<file path="src/hw/rtl/lrf_pkg.sv">
// Shared types, constants and helper functions of the LED rainbow flash frame engine.
`default_nettype none

package lrf_pkg;

   // Geometry defaults.
   localparam int PIXEL_COUNT_DEFAULT = 64;
   localparam int ROW_LENGTH_DEFAULT  = 8;

   // Field widths.
   localparam int INDEX_W     = 6;
   localparam int LEVEL_W     = 8;
   localparam int CSR_INDEX_W = 3;
   localparam int CSR_DATA_W  = 16;
   localparam int RAND_W      = 16;

   // Register reset values.
   localparam logic [INDEX_W-1:0] ROTATE_RESET    = 6'd6;
   localparam logic [LEVEL_W-1:0] DECAY_RESET     = 8'd0;
   localparam logic [LEVEL_W-1:0] PEAK_RESET      = 8'd255;
   localparam logic [LEVEL_W-1:0] FLOOR_RESET     = 8'd0;
   localparam logic [RAND_W-1:0]  THRESHOLD_RESET = 16'd66;
   localparam logic [RAND_W-1:0]  SEED_RESET      = 16'd44257;

   // Feedback taps of the Galois generators.
   localparam logic [RAND_W-1:0] LFSR_MASK = 16'hB400;

   // Register map.
   typedef enum logic [CSR_INDEX_W-1:0] {
      REG_ROTATE_AMOUNT   = 3'd0,
      REG_DECAY_STEP      = 3'd1,
      REG_PEAK_LEVEL      = 3'd2,
      REG_FLOOR_LEVEL     = 3'd3,
      REG_FLASH_THRESHOLD = 3'd4,
      REG_RANDOM_SEED     = 3'd5
   } csr_reg_type;

   // One pixel, three colour levels.
   typedef struct packed {
      logic [LEVEL_W-1:0] green;
      logic [LEVEL_W-1:0] red;
      logic [LEVEL_W-1:0] blue;
   } colour_type;

   // Controls of the base ring cells.
   typedef struct packed {
      logic load;
      logic fwd;
      logic back;
   } shift_ctl_type;

   // A generator value that would be zero is replaced by one.
   function automatic logic [RAND_W-1:0] nonzero16(input logic [RAND_W-1:0] v);
      nonzero16 = (v == '0) ? RAND_W'(1) : v;
   endfunction

   function automatic logic [RAND_W-1:0] lfsr_next(input logic [RAND_W-1:0] x);
      lfsr_next = x[0] ? ((x >> 1) ^ LFSR_MASK) : (x >> 1);
   endfunction

endpackage

`default_nettype wire

</file>
<file path="src/hw/rtl/lrf_base_cell.sv">
// One cell of the base pattern ring: holds a pixel, loads it, or takes a neighbor's.
`default_nettype none

module lrf_base_cell #(
   parameter int INDEX = 0
) (
   input  wire logic                          clock,
   input  wire lrf_pkg::shift_ctl_type        ctl,
   input  wire logic [lrf_pkg::INDEX_W-1:0]   load_index,
   input  wire lrf_pkg::colour_type           load_pix,
   input  wire lrf_pkg::colour_type           fwd_pix,
   input  wire lrf_pkg::colour_type           back_pix,
   output lrf_pkg::colour_type                pix
);

   localparam logic [lrf_pkg::INDEX_W-1:0] CELL_INDEX = INDEX[lrf_pkg::INDEX_W-1:0];

   lrf_pkg::colour_type pix_ff;

   always_ff @(posedge clock) begin
      priority if (ctl.load && (load_index == CELL_INDEX)) begin
         pix_ff <= load_pix;
      end else if (ctl.fwd) begin
         pix_ff <= fwd_pix;
      end else if (ctl.back) begin
         pix_ff <= back_pix;
      end
   end

   assign pix = pix_ff;

endmodule

`default_nettype wire

</file>
<file path="config.mk">
export PLATFORM = sky130hd
export DESIGN_NAME = lrf_base_cell
export DESIGN_NICKNAME = d
export VERILOG_FILES = /design/src/hw/rtl/lrf_pkg.sv /design/src/hw/rtl/lrf_base_cell.sv
export SDC_FILE = /design/constraint.sdc
export NUM_CORES = 1
export LEC_CHECK = 0
export ABC_AREA = 1
export CORE_ASPECT_RATIO = 0.5
export CORE_MARGIN = 8
export CORE_UTILIZATION = 40
export CTS_BUF_LIST = sky130_fd_sc_hd__clkbuf_16
export DETAILED_ROUTE_END_ITERATION = 12
export DONT_BUFFER_PORTS = 1
export GPL_TIMING_DRIVEN = 0
export RECOVER_POWER = 100
export SLEW_MARGIN = 20
export SYNTH_ARGS = -nofsm -noshare
export SYNTH_HDL_FRONTEND = slang
export SYNTH_SLANG_ARGS = --single-unit
</file>
<file path="constraint.sdc">
create_clock -name clock -period 2.8 [get_ports clock]
set_input_delay 0.28 -clock clock [delete_from_list [all_inputs] [get_ports clock]]
set_output_delay 0.28 -clock clock [all_outputs]
set_load 0.03 [all_outputs]
</file>
**Yosys cells after proc, flatten, opt, wreduce, memory -nomap -nowiden**

Cells that the tools add are included.
W data, S select, Z words.

- Multiplexer cells: 3
- Reductions and logical operators: 3

Operator list:

| cell | number |
|---|---|
| $mux W24 | 3 |
| $logic_not A6 Y1 | 1 |
| $reduce_bool A3 Y1 | 1 |
| $logic_and A1 B1 Y1 | 1 |

- Register bits after elaboration: 24
- Bits of input ports: 82
- Output and inout port bits: 24
- Logic and storage cells: 9

**Logic depth before layout (Yosys ltp)**

- Depth after elaboration: 3
- Mapped depth: 7
- Mapped depth without buffers: 6

**Worst setup path before layout**

No wires, ideal clock.

- Path type: in2reg
- Start: input load_index[5] (netlist bit)
- End: register pix_ff, in the netlist pix[0] (enable)
- Setup time: 0.381 ns
- Arrival: 1.249 ns
- Required time: 2.419 ns
- Path slack: 1.170 ns
- Stages: 6
- Path buffers: 1
- Path through: inv_1 nand2_1 nor2_4 nand2_4 buf_6 nand2_1

- Longest elaborated chain between the ends: 3

Ends and longest elaborated chain:

| item | RTL line | text |
|---|---|---|
| from (decl) | lrf_base_cell.sv:9 | `input wire logic [lrf_pkg::INDEX_W-1:0] load_index,` |
| $logic_not A6 Y1 | lrf_base_cell.sv:21 | `priority if (ctl.load && (load_index == CELL_INDEX)) begin` |
| $logic_and A1 B1 Y1 | lrf_base_cell.sv:21 |  |
| $reduce_bool A3 Y1 (no source line) | -- |  |
| to (signal assigned) | lrf_base_cell.sv:22 | `pix_ff <= load_pix;` |
| to (signal assigned) | lrf_base_cell.sv:24 | `pix_ff <= fwd_pix;` |
| to (signal assigned) | lrf_base_cell.sv:26 | `pix_ff <= back_pix;` |
| to (decl) | lrf_base_cell.sv:18 | `lrf_pkg::colour_type pix_ff;` |

Every way passes these cells.
A chain may end at the register's enable or synchronous reset.

**Worst setup path in the final report**

- Start: input load_index[5] (netlist bit)
- End: register pix_ff, in the netlist pix[7] (enable)

The elaborated chain is that of the path after synthesis.

==> PnR_summary.wiki <==
{| class="wikitable"
! Metric !! Value
|-
| Status || finished clean
|-
| Die Footprint || 6145 um2
|-
| Share of cells above drive strength 1 || 0.1188
|-
| Static Leak || 0.8029 nW
|-
| Layout net count || 286
|-
| Maximum frequency from static timing analysis || 510.4 MHz
|-
| Cell row count || 15
|-
| Arrival time reported for the critical path endpoint || 1.73 ns
|-
| Most frequent CP cell || nand2_1
|-
| Pin count of the biggest net entering global routing || 25
|-
| Met3 routed wirelength || 396 um
|-
| Maximum fanout count along the critical path || 24
|-
| Main area contributors after synthesis || edfxtp_1 47%, nand2_1 30%, nand3_1 7.9%, buf_6 4.4%, nor2_4 3.0%
|-
| Share of synthesized area occupied by flip-flops and latches || 0.4745
|-
| I/O Pins || 106
|-
| Placed cell count || 250
|-
| RSZ-0062 raised after global routing || no
|-
| Hold EP || pix[21]
|-
| Die W || 103.2 um
|-
| Sum of negative setup slack || 0 ns
|-
| Number of buffers added to fix hold violations after cts || 0
|-
| Number of design rule violations left after detail routing || 0
|-
| Startpoint Class || input port
|-
| Relative area change from synthesis to final layout || 7.661%
|-
| Post-Route M1 WL || 1.610 mm
|-
| Core area || 3528 um2
|-
| First DRT Iteration DRCs || 34
|-
| Fill cell count || 361
|-
| Count of synthesis-stage warnings from yosys || 0
|-
| Clk slew on worst S/H paths || 0.06 ns
|-
| Total GRT Usage || 0.1280
|-
| Vias in the first global route || 1,187
|-
| Hold path start || load_pix[21]
|-
| Vertical die dimension || 59.58 um
|-
| Met2 wire len || 2.131 mm
|-
| Post-Syn Nets || 281
|-
| DP Wirelength || 3.403 mm
|-
| Vias post-DR || 1,207
|-
| Antenna Diode Count || 0
|-
| Global-route wire length before repair || 5.913 mm
|-
| Commonest non-fill, non-tap cell in the layout || nand2_1
|-
| Minimum clock period after layout || 1.959 ns
|-
| Buffer cell driving the clock tree root || clkbuf_16
|-
| Number of H-tree levels || 1
|-
| Max cap viols || 0
|-
| Multi-input gate area || 661.9 um2
|-
| Antenna violation net count after detailed routing || 0
|-
| Count of endpoints failing hold in the final timing report || 0
|-
| Final worst-path setup slack || 0.8409 ns
|-
| Number of non-filler instances in the completed layout || 253
|-
| Largest stage delay, worst path || 0.69 ns
|-
| Last weighted congestion value of the routability-driven placer || 0.7238
|-
| Total routed wirelength || 4.165 mm
|-
| Cell variety after synth || 13
|-
| Share of the synthesized area in the top cell type || 0.4745
|-
| Min-delay worst type || input port to flop
|-
| Clock net sink count || 24
|-
| Combined area of all synthesized cells || 1519 um2
|-
| Worst Setup End Kind || flop
|-
| Number of storage elements in the synthesis netlist || 24
|-
| Avg Cell Area, Syn || 7.633 um2
|-
| Most used cells in the layout excluding fill and tap cells || 123 x nand2_1, 24 x nand3_1, 24 x edfxtp_1
|-
| Actual transition at the worst max-transition pin || 0.9873 ns
|-
| Number of max-slew violations in the final report || 0
|-
| Hold slack || 0.2432 ns
|-
| CTS tree || yes
|-
| Footprint of the flip-flops and latches || 720.7 um2
|-
| Period utilization || 0.6997
|-
| Maximum clock path buffer count || 2
|-
| Pwr/cell area || 574.7 nW/um2
|-
| Post-cts resize count || 0
|-
| Required time of the critical path || 2.57 ns
|-
| WL per Instance || 16.46 um
|-
| Cells along the critical path || inv_1 -> nand2_1 -> nor2_4 -> nand2_1 -> clkbuf_1 -> nand2_1
|-
| Highest metal used || met4
|-
| Initial antenna violation count || 0
|-
| Slowest cell on the critical path || nand2_1
|-
| IO buf count || 0
|-
| Critical setup path kind || input port to flop
|-
| Count of buffers added by post-CTS timing repair for setup || 0
|-
| Worst setup slack before clock tree synthesis || 0.8707 ns
|-
| Worst slew margin relative to its limit || 0.3402
|-
| Number of detailed-routing iterations run before antenna repair || 4
|-
| Starting utilization of the core area || 0.4305
|-
| GRT Residual Overflow || 0
|-
| Final Setup Violations || 0
|-
| DR vias/cell || 4.771
|-
| Yosys top cell by area || edfxtp_1
|-
| Count of cells along the worst hold path || 2
|-
| Worst-case vdd ir drop || 0.2265 mV
|-
| Utilization after layout || 0.4635
|-
| Total CTS buffers || 3
|-
| Number of instances in the synthesized netlist || 199
|-
| Largest register FFs || 24
|}
## logic make-up (layout without fill, tap and decap cells)
family,count (synthesis),in the layout,synth area share
buffers and inverters,18,21,0.08484
flip-flops,24,24,0.4745
AND/OR/NAND/NOR,157,157,0.4407
## worst max-delay path by stage
| stage | start | endpoint | slack, ns | cells past startpoint |
|---|---|---|---|---|
| global placement | load_index[5] | pix[12] | 0.86 | 6 |
| detailed placement | load_index[5] | pix[6] | 0.87 | 6 |
| finish | load_index[5] | pix[7] | 0.84 | 6 |
| CTS | load_index[5] | pix[6] | 1.13 | 6 |
| global route | load_index[5] | pix[0] | 0.61 | 6 |
| floorplan | load_index[5] | pix[0] | 1.17 | 6 |
## area by class of cell
type | instances | share of cell area
buffer | 11 | 0.05203
clock buffer | 3 | 0.04591
inverter | 7 | 0.01760
multi-input combinational | 157 | 0.4047
sequential | 24 | 0.4407
tap | 51 | 0.03902
## power breakdown
group	internal (mW)	switching [mW]
registers	0.448	0.101
logic	0.0356	0.0616
clock network	0.188	0.105
total	0.672	0.268
## stage by stage
step / power (mW) / cell area (um2)
after detailed placement: 0.6589 / 1583
after global placement: 0.6536 / 1583
final: 0.9399 / 1635
after CTS: 0.9541 / 1658
after floorplan: 0.6285 / 1519
after global routing: 0.9782 / 1635
## cell usage after synthesis (all sizes together)
cell and instances:
nand3 24, nand2 128, buf 11, nor2 5, edfxtp 24, inv 7
## worst max-delay path: cells and delay by family
family        cells  cell delay [ns]
buf+inv           2             0.40
simple gates      4             1.03
## layer usage
metal  track usage  vias to the layer above
li1              -                      640
met1        0.1336                      509
met2        0.2397                       56
met3       0.04450                        2
met4       0.03462                        0
met5             0                        -
Note: power is estimated with default switching activity, not from simulation.
