File: config.mk
export PLATFORM = sky130hd
export DESIGN_NAME = lrf_flash_lane
export DESIGN_NICKNAME = d
export VERILOG_FILES = /design/src/hw/rtl/lrf_pkg.sv /design/src/hw/rtl/lrf_flash_lane.sv
export SDC_FILE = /design/constraint.sdc
export NUM_CORES = 2
export LEC_CHECK = 0
export BUFFER_PORTS_ARGS = -buffer_cell sky130_fd_sc_hd__buf_2
export CAP_MARGIN = 5
export CORE_MARGIN = 3
export CORE_UTILIZATION = 62
export DETAILED_ROUTE_END_ITERATION = 8
export PLACE_DENSITY = 0.87
export SETUP_SLACK_MARGIN = 0.3
export SLEW_MARGIN = 20
export SYNTH_ARGS = -nofsm -noshare
export SYNTH_HDL_FRONTEND = slang
export SYNTH_SLANG_ARGS = --single-unit
File: constraint.sdc
create_clock -name clock -period 27.9 [get_ports clock]
set_input_delay 0 -clock clock [delete_from_list [all_inputs] [get_ports clock]]
set_output_delay 0 -clock clock [all_outputs]
set_load 0.05 [all_outputs]
File: src/hw/rtl/lrf_pkg.sv
// Shared types, constants and helper functions of the LED rainbow flash frame engine.
`default_nettype none

package lrf_pkg;

   // Geometry defaults.
   localparam int PIXEL_COUNT_DEFAULT = 64;
   localparam int ROW_LENGTH_DEFAULT  = 8;

   // Field widths.
   localparam int INDEX_W     = 6;
   localparam int LEVEL_W     = 8;
   localparam int CSR_INDEX_W = 3;
   localparam int CSR_DATA_W  = 16;
   localparam int RAND_W      = 16;

   // Register reset values.
   localparam logic [INDEX_W-1:0] ROTATE_RESET    = 6'd6;
   localparam logic [LEVEL_W-1:0] DECAY_RESET     = 8'd0;
   localparam logic [LEVEL_W-1:0] PEAK_RESET      = 8'd255;
   localparam logic [LEVEL_W-1:0] FLOOR_RESET     = 8'd0;
   localparam logic [RAND_W-1:0]  THRESHOLD_RESET = 16'd66;
   localparam logic [RAND_W-1:0]  SEED_RESET      = 16'd44257;

   // Feedback taps of the Galois generators.
   localparam logic [RAND_W-1:0] LFSR_MASK = 16'hB400;

   // Register map.
   typedef enum logic [CSR_INDEX_W-1:0] {
      REG_ROTATE_AMOUNT   = 3'd0,
      REG_DECAY_STEP      = 3'd1,
      REG_PEAK_LEVEL      = 3'd2,
      REG_FLOOR_LEVEL     = 3'd3,
      REG_FLASH_THRESHOLD = 3'd4,
      REG_RANDOM_SEED     = 3'd5
   } csr_reg_type;

   // One pixel, three colour levels.
   typedef struct packed {
      logic [LEVEL_W-1:0] green;
      logic [LEVEL_W-1:0] red;
      logic [LEVEL_W-1:0] blue;
   } colour_type;

   // Controls of the base ring cells.
   typedef struct packed {
      logic load;
      logic fwd;
      logic back;
   } shift_ctl_type;

   // A generator value that would be zero is replaced by one.
   function automatic logic [RAND_W-1:0] nonzero16(input logic [RAND_W-1:0] v);
      nonzero16 = (v == '0) ? RAND_W'(1) : v;
   endfunction

   function automatic logic [RAND_W-1:0] lfsr_next(input logic [RAND_W-1:0] x);
      lfsr_next = x[0] ? ((x >> 1) ^ LFSR_MASK) : (x >> 1);
   endfunction

endpackage

`default_nettype wire

File: src/hw/rtl/lrf_flash_lane.sv
// One flash layer: a ring of pixel cells with a delay line that reaches the diagonal neighbor.
`default_nettype none

module lrf_flash_lane #(
   parameter int PIXEL_COUNT = lrf_pkg::PIXEL_COUNT_DEFAULT,
   parameter int BACK        = lrf_pkg::ROW_LENGTH_DEFAULT + 1
) (
   input  wire logic                               clock,
   input  wire logic                               reset,
   input  wire logic                               step,
   input  wire logic                               fire,
   input  wire logic [$clog2(PIXEL_COUNT)-1:0]     pix_idx,
   input  wire logic [lrf_pkg::LEVEL_W-1:0]        decay_step,
   input  wire logic [lrf_pkg::LEVEL_W-1:0]        peak_level,
   output lrf_pkg::colour_type                     flash_pix
);

   // Previous frame, read at cell 0 and refilled at the far end.
   lrf_pkg::colour_type cell_ff [PIXEL_COUNT];
   // Previous values already read, so that the neighbor BACK pixels earlier is at hand.
   lrf_pkg::colour_type tap_ff [BACK];
   lrf_pkg::colour_type tap_pix;
   logic                in_edge;

   function automatic logic [lrf_pkg::LEVEL_W-1:0] decay(
      input logic [lrf_pkg::LEVEL_W-1:0] c,
      input logic [lrf_pkg::LEVEL_W-1:0] d
   );
      decay = (c > d) ? (c - d) : '0;
   endfunction

   assign tap_pix = tap_ff[BACK-1];
   assign in_edge = int'(pix_idx) < BACK;

   always_comb begin
      priority if (fire) begin
         flash_pix.green = peak_level;
         flash_pix.red   = peak_level;
         flash_pix.blue  = peak_level;
      end else if (in_edge) begin
         flash_pix = '0;
      end else begin
         flash_pix.green = decay(tap_pix.green, decay_step);
         flash_pix.red   = decay(tap_pix.red, decay_step);
         flash_pix.blue  = decay(tap_pix.blue, decay_step);
      end
   end

   always_ff @(posedge clock) begin
      if (reset) begin
         for (int k = 0; k < PIXEL_COUNT; k++) begin
            cell_ff[k] <= '0;
         end
      end else if (step) begin
         for (int k = 0; k < PIXEL_COUNT - 1; k++) begin
            cell_ff[k] <= cell_ff[k+1];
         end
         cell_ff[PIXEL_COUNT-1] <= flash_pix;
      end
   end

   always_ff @(posedge clock) begin
      if (step) begin
         tap_ff[0] <= cell_ff[0];
         for (int j = 1; j < BACK; j++) begin
            tap_ff[j] <= tap_ff[j-1];
         end
      end
   end

endmodule

`default_nettype wire

# Word-level counts from Yosys, hierarchy flattened
# Memory sizes are Yosys's and may differ from the RTL's.
# Cells that the tools add are included.
word_totals:
  regBits: 0
  mem_bits_rw: 1752
  input_bits: 26
  output_inout_bits: 24
  elab_cells: 148
  memories: 2
classes:
  add_sub_neg: 3
  n_lt_le_gt_ge: 4
  muxes: 75
  bitwise: 64
memory_table:
  columns: ["name", "depth", "width", "read_ports", "rd_clocked_by_memory_dff", "write_ports", "line_no", "source"]
  rows:
  - ["cell_ff", 64, 24, 64, 0, 64, "lrf_flash_lane.sv:19", "lrf_pkg::colour_type cell_ff [PIXEL_COUNT];"]
  - ["tap_ff", 9, 24, 9, 0, 9, "lrf_flash_lane.sv:21", "lrf_pkg::colour_type tap_ff [BACK];"]
ops:
  columns: ["op", "n"]
  rows:
  - ["2-to-1 mux 24 bit", 66]
  - ["bitwise OR 1 bit", 64]
  - ["greater-than comparator 8 bit", 3]
  - ["2-to-1 mux 8 bit", 3]
  - ["subtractor 8 bit", 3]
  - ["< comparator 6 x 4 -> 1 bit, second input constant", 1]
  - ["2-to-1 mux 1 bit", 6]

# Logic depth before layout (Yosys ltp)
depth:
  depth_word: 5
  ltp_mapped: 11
  depth_no_buf: 9

# Least setup slack after synthesis
# Ideal clock, no wire load.
synth_path:
  path_kind: "input to register"
  startpoint: "in reset"
  endpoint: "mem cell_ff[0][0] (netlist name), enable pin"
  setup_ps: 1290
  t_arrival_ps: 18695
  required_ps: 26610
  setup_slack_ps: 7915
  stages: 3
  path_buffers: 2
  path_cell_list: "clkbuf_1 clkbuf_1 or2_2"
synth_lines:
  columns: ["item", "line_no", "source"]
  rows:
  - ["start: declaration", "lrf_flash_lane.sv:9", "input wire logic reset,"]
  - ["end: declaration", "lrf_flash_lane.sv:19", null]

==> reports/metrics.yaml <==
ir_worst_vdd_v: 0.0000608
yosys_warnings: 0
fin_crit_ps: 5300
holdCritPathClass: "in -> reg"
ys_ff_latch: 1752
finalHoldViolCount: 0
nNetsFinal: 3794
drc: 0
crit_end: "cell_ff[3][39]$_SDFFCE_PN0P_"
syn_inst: 3668
synth_area_per_cell_sq_um: 17.5
cap_violations: 0
syn_area_sq_um: 64300
worstReg2RegStart: "tap_ff[4][16]$_DFFE_PP_"
clockRootBuffer: "clkbuf_16"
total_power_mw: 5.50
end_kind: "flip-flop"
drt_iter0_drc: 3348
yosysUniqueCellTypes: 44
dieArea_sq_um: 108000
clockBufferDepth: 3
numCtsBuffers: 157
grt_pass1_wl_mm: 168
skew_ps: 41.8
io_buffers: 49
rows: 117
worstPathBufferInverterCount: 6
grt_pass1_vias: 28954
cts.sinks: 1752
worstRegToRegCells: 10
reg2reg_setup_slack_ps: 24730
first_pass_iters: 7
synth_top_area_frac: 0.818
leakagePower_nw: 26.6
synth_area_leaders: "edfxtp_1 82%, and2_1 8.0%, nor2b_1 6.9%"
route.vias.total: 28921
grt_max_degree: 339
final-max-slew-violation-count: 0
area_delta_synth_final_pct: 10.6
reg2reg_to: "cell_ff[15][88]$_SDFFCE_PP0P_"
antenna_found_initial: 5
path_common_cell: "buf_4"
setup_violations: 0
fin_crit_sh: 0.190
start_kind: "primary input"
grt-ovfl-total: 0
chipWidth_um: 328
place_congestion: 0.842
setup_tns_ps: 0
io_pins: 50
design.core.area_sq_um: 102000
worstSkewPairLatency_ps: 780
syn-num-nets: 3721
dpl.hpwl_mm: 51.1
yosysSeqAreaShare: 0.818
cp-startpoint: "reset"
wl_mm: 109
postRouteAntennaNets: 0
drive_gt1_frac: 0.0807
postCtsSetupBuffers: 0
cp.depth: 7
crit_family: "buffers and inverters"
slew_headroom: 0.131
synth-edff-count: 1752
synthArstFlopShare: 0
htree_levels: 4
critical_path.max_stage_delay_ps: 950
worstPathMaxFanout: 102
synth_top_cell_by_area: "edfxtp_1"
cts_tree: "done"
path_clk_slew_ps: 60
crit_type: "in -> reg"
vias_per_cell: 5.52
initial_core_util: 0.629
final_area_sq_um: 71100
outcome: "complete, no violations"
rsz0062_at_grt: "false"
grt_use_total: 0.206
crit_chain: "dlygate4sd3_1 -> buf_8 -> or2_4 -> buf_4 -> buf_4 -> buf_4 -> buf_4"
powerDensity_nw_per_um2: 77.3
critPathArrivalTime_ps: 5700
tightestPinTransition_ps: 1300
dpl_cell_area_sq_um: 65900
cp_slowest_cell: "buf_4"
synth_flop_cell: "edfxtp_1"
cp.required_ps: 28300
max_freq_ghz: 0.189
wl_per_cell_um: 20.7
die_h_um: 328
[power breakdown]
part           internal (mW)  switching (mW)  total [mW]
combinational         0.0713           0.151       0.223
clock                   1.14           0.985        2.13
sequential              3.09          0.0561        3.15
[worst min path at each step]
stage,start,endpoint,depth (start not counted)
3_3_place_gp,tap_ff[3][27]$_DFFE_PP_,tap_ff[4][3]$_DFFE_PP_,0
6_report,decay_step[0],cell_ff[15][72]$_SDFFCE_PP0P_,4
2_1_floorplan,step,tap_ff[0][0]$_DFFE_PP_,0
5_1_grt,decay_step[0],cell_ff[15][72]$_SDFFCE_PP0P_,4
4_1_cts,decay_step[0],cell_ff[15][72]$_SDFFCE_PP0P_,4
3_5_place_dp,tap_ff[0][21]$_DFFE_PP_,tap_ff[0][45]$_DFFE_PP_,0
[placed cells by master, fill, tap and decap left out, types with 3 or more instances in the layout]
| master | instances |
|---|---|
| inv_16 | 3 |
| buf_12 | 5 |
| bufinv_16 | 9 |
| clkinvlp_4 | 7 |
| mux2i_1 | 3 |
| o21a_1 | 10 |
| nor2_1 | 15 |
| or2_2 | 9 |
| clkinv_8 | 4 |
| a211oi_1 | 8 |
| clkinv_16 | 8 |
| o31ai_1 | 9 |
| nand2b_1 | 5 |
| o22ai_1 | 4 |
| clkbuf_16 | 157 |
| clkbuf_1 | 29 |
| clkinv_1 | 37 |
| o21ai_0 | 15 |
| a21oi_1 | 15 |
| and2_1 | 818 |
| fa_1 | 3 |
| xor2_1 | 6 |
| nand2_1 | 12 |
| clkinv_2 | 26 |
| buf_2 | 47 |
| nand4_1 | 6 |
| ha_1 | 24 |
| nor2b_1 | 708 |
| xnor2_1 | 6 |
| buf_4 | 17 |
| o21ai_1 | 8 |
| inv_1 | 20 |
| inv_6 | 3 |
| dlygate4sd3_1 | 16 |
| clkinv_4 | 3 |
| buf_6 | 4 |
| diode_2 | 3 |
| edfxtp_1 | 1752 |
| nor3_1 | 8 |
[synthesized netlist by cell type, types with 4 or more instances]
library cell	number
a211oi_1	8
a21oi_1	15
and2_1	818
buf_2	8
clkbuf_1	167
edfxtp_1	1752
ha_1	24
inv_1	20
nand2_1	12
nand2b_1	5
nand4_1	6
nor2_1	15
nor2b_1	709
nor3_1	8
o21a_1	10
o21ai_0	15
o21ai_1	8
o22ai_1	4
o31ai_1	9
or2_2	10
xnor2_1	6
xor2_1	6
[registers in the layout (all words and copies together) (netlist names)]
signal   count
cell_ff   1536
tap_ff     216
[worst min-delay path: stages]
cell and delay [ps]:
buf_2 190, ha_1 190, o21ai_0 200, nor2b_1 190
[layout make-up]
class / instances / area (sq um)
Timing Repair Buffer: 91 / 697
Multi-Input combinational cell: 1719 / 11000
Tap cell: 1368 / 1710
Fill cell: 5415 / 31200
Antenna cell: 3 / 7.51
Sequential cell: 1752 / 52600
Clock buffer: 186 / 4040
Clock inverter: 100 / 1010
Inverter: 20 / 75.1
[stage by stage]
step                      cells  hold WS, ps  utilization  setup slack, ps
after detailed placement   4934          405        0.644            22220
after floorplan            3668          112            -             7920
after global routing       5236          133        0.695            22180
after global placement     4934          401        0.644            22330
after CTS                  5236         75.3        0.695            22430
final                      5239          180        0.695            22600
[timing repair]
item / in CTS / in global routing
gates resized for setup: 0 / 0
endpoints found under the hold margin: 164 / 0
hold buffers: 16 / 0
[layer usage]
layer / part of all wire / global-route usage / vias to the layer above
li1: - / - / 13087
met1: 0.42 / 0.290 / 14549
met2: 0.49 / 0.326 / 1017
met3: 0.056 / 0.0375 / 268
met4: 0.034 / 0.0778 / 0
met5: 0 / 0 / -
[kinds of logic (layout without fill, tap and decap cells)]
group | after synthesis | in the layout | share of synthesized area
AO/OA/AOI/OAI | 85 | 85 | 0.00902
multiplexers | 4 | 4 | 0.000700
other | 0 | 3 | 0
AND/OR/NAND/NOR | 1591 | 1591 | 0.154
flip-flops | 1752 | 1752 | 0.818
XOR/XNOR | 12 | 12 | 0.00163
buffers and inverters | 197 | 397 | 0.0118
adder cells (fa/ha/maj) | 27 | 27 | 0.00560
No activity file was read; power rests on OpenSTA's default activity.
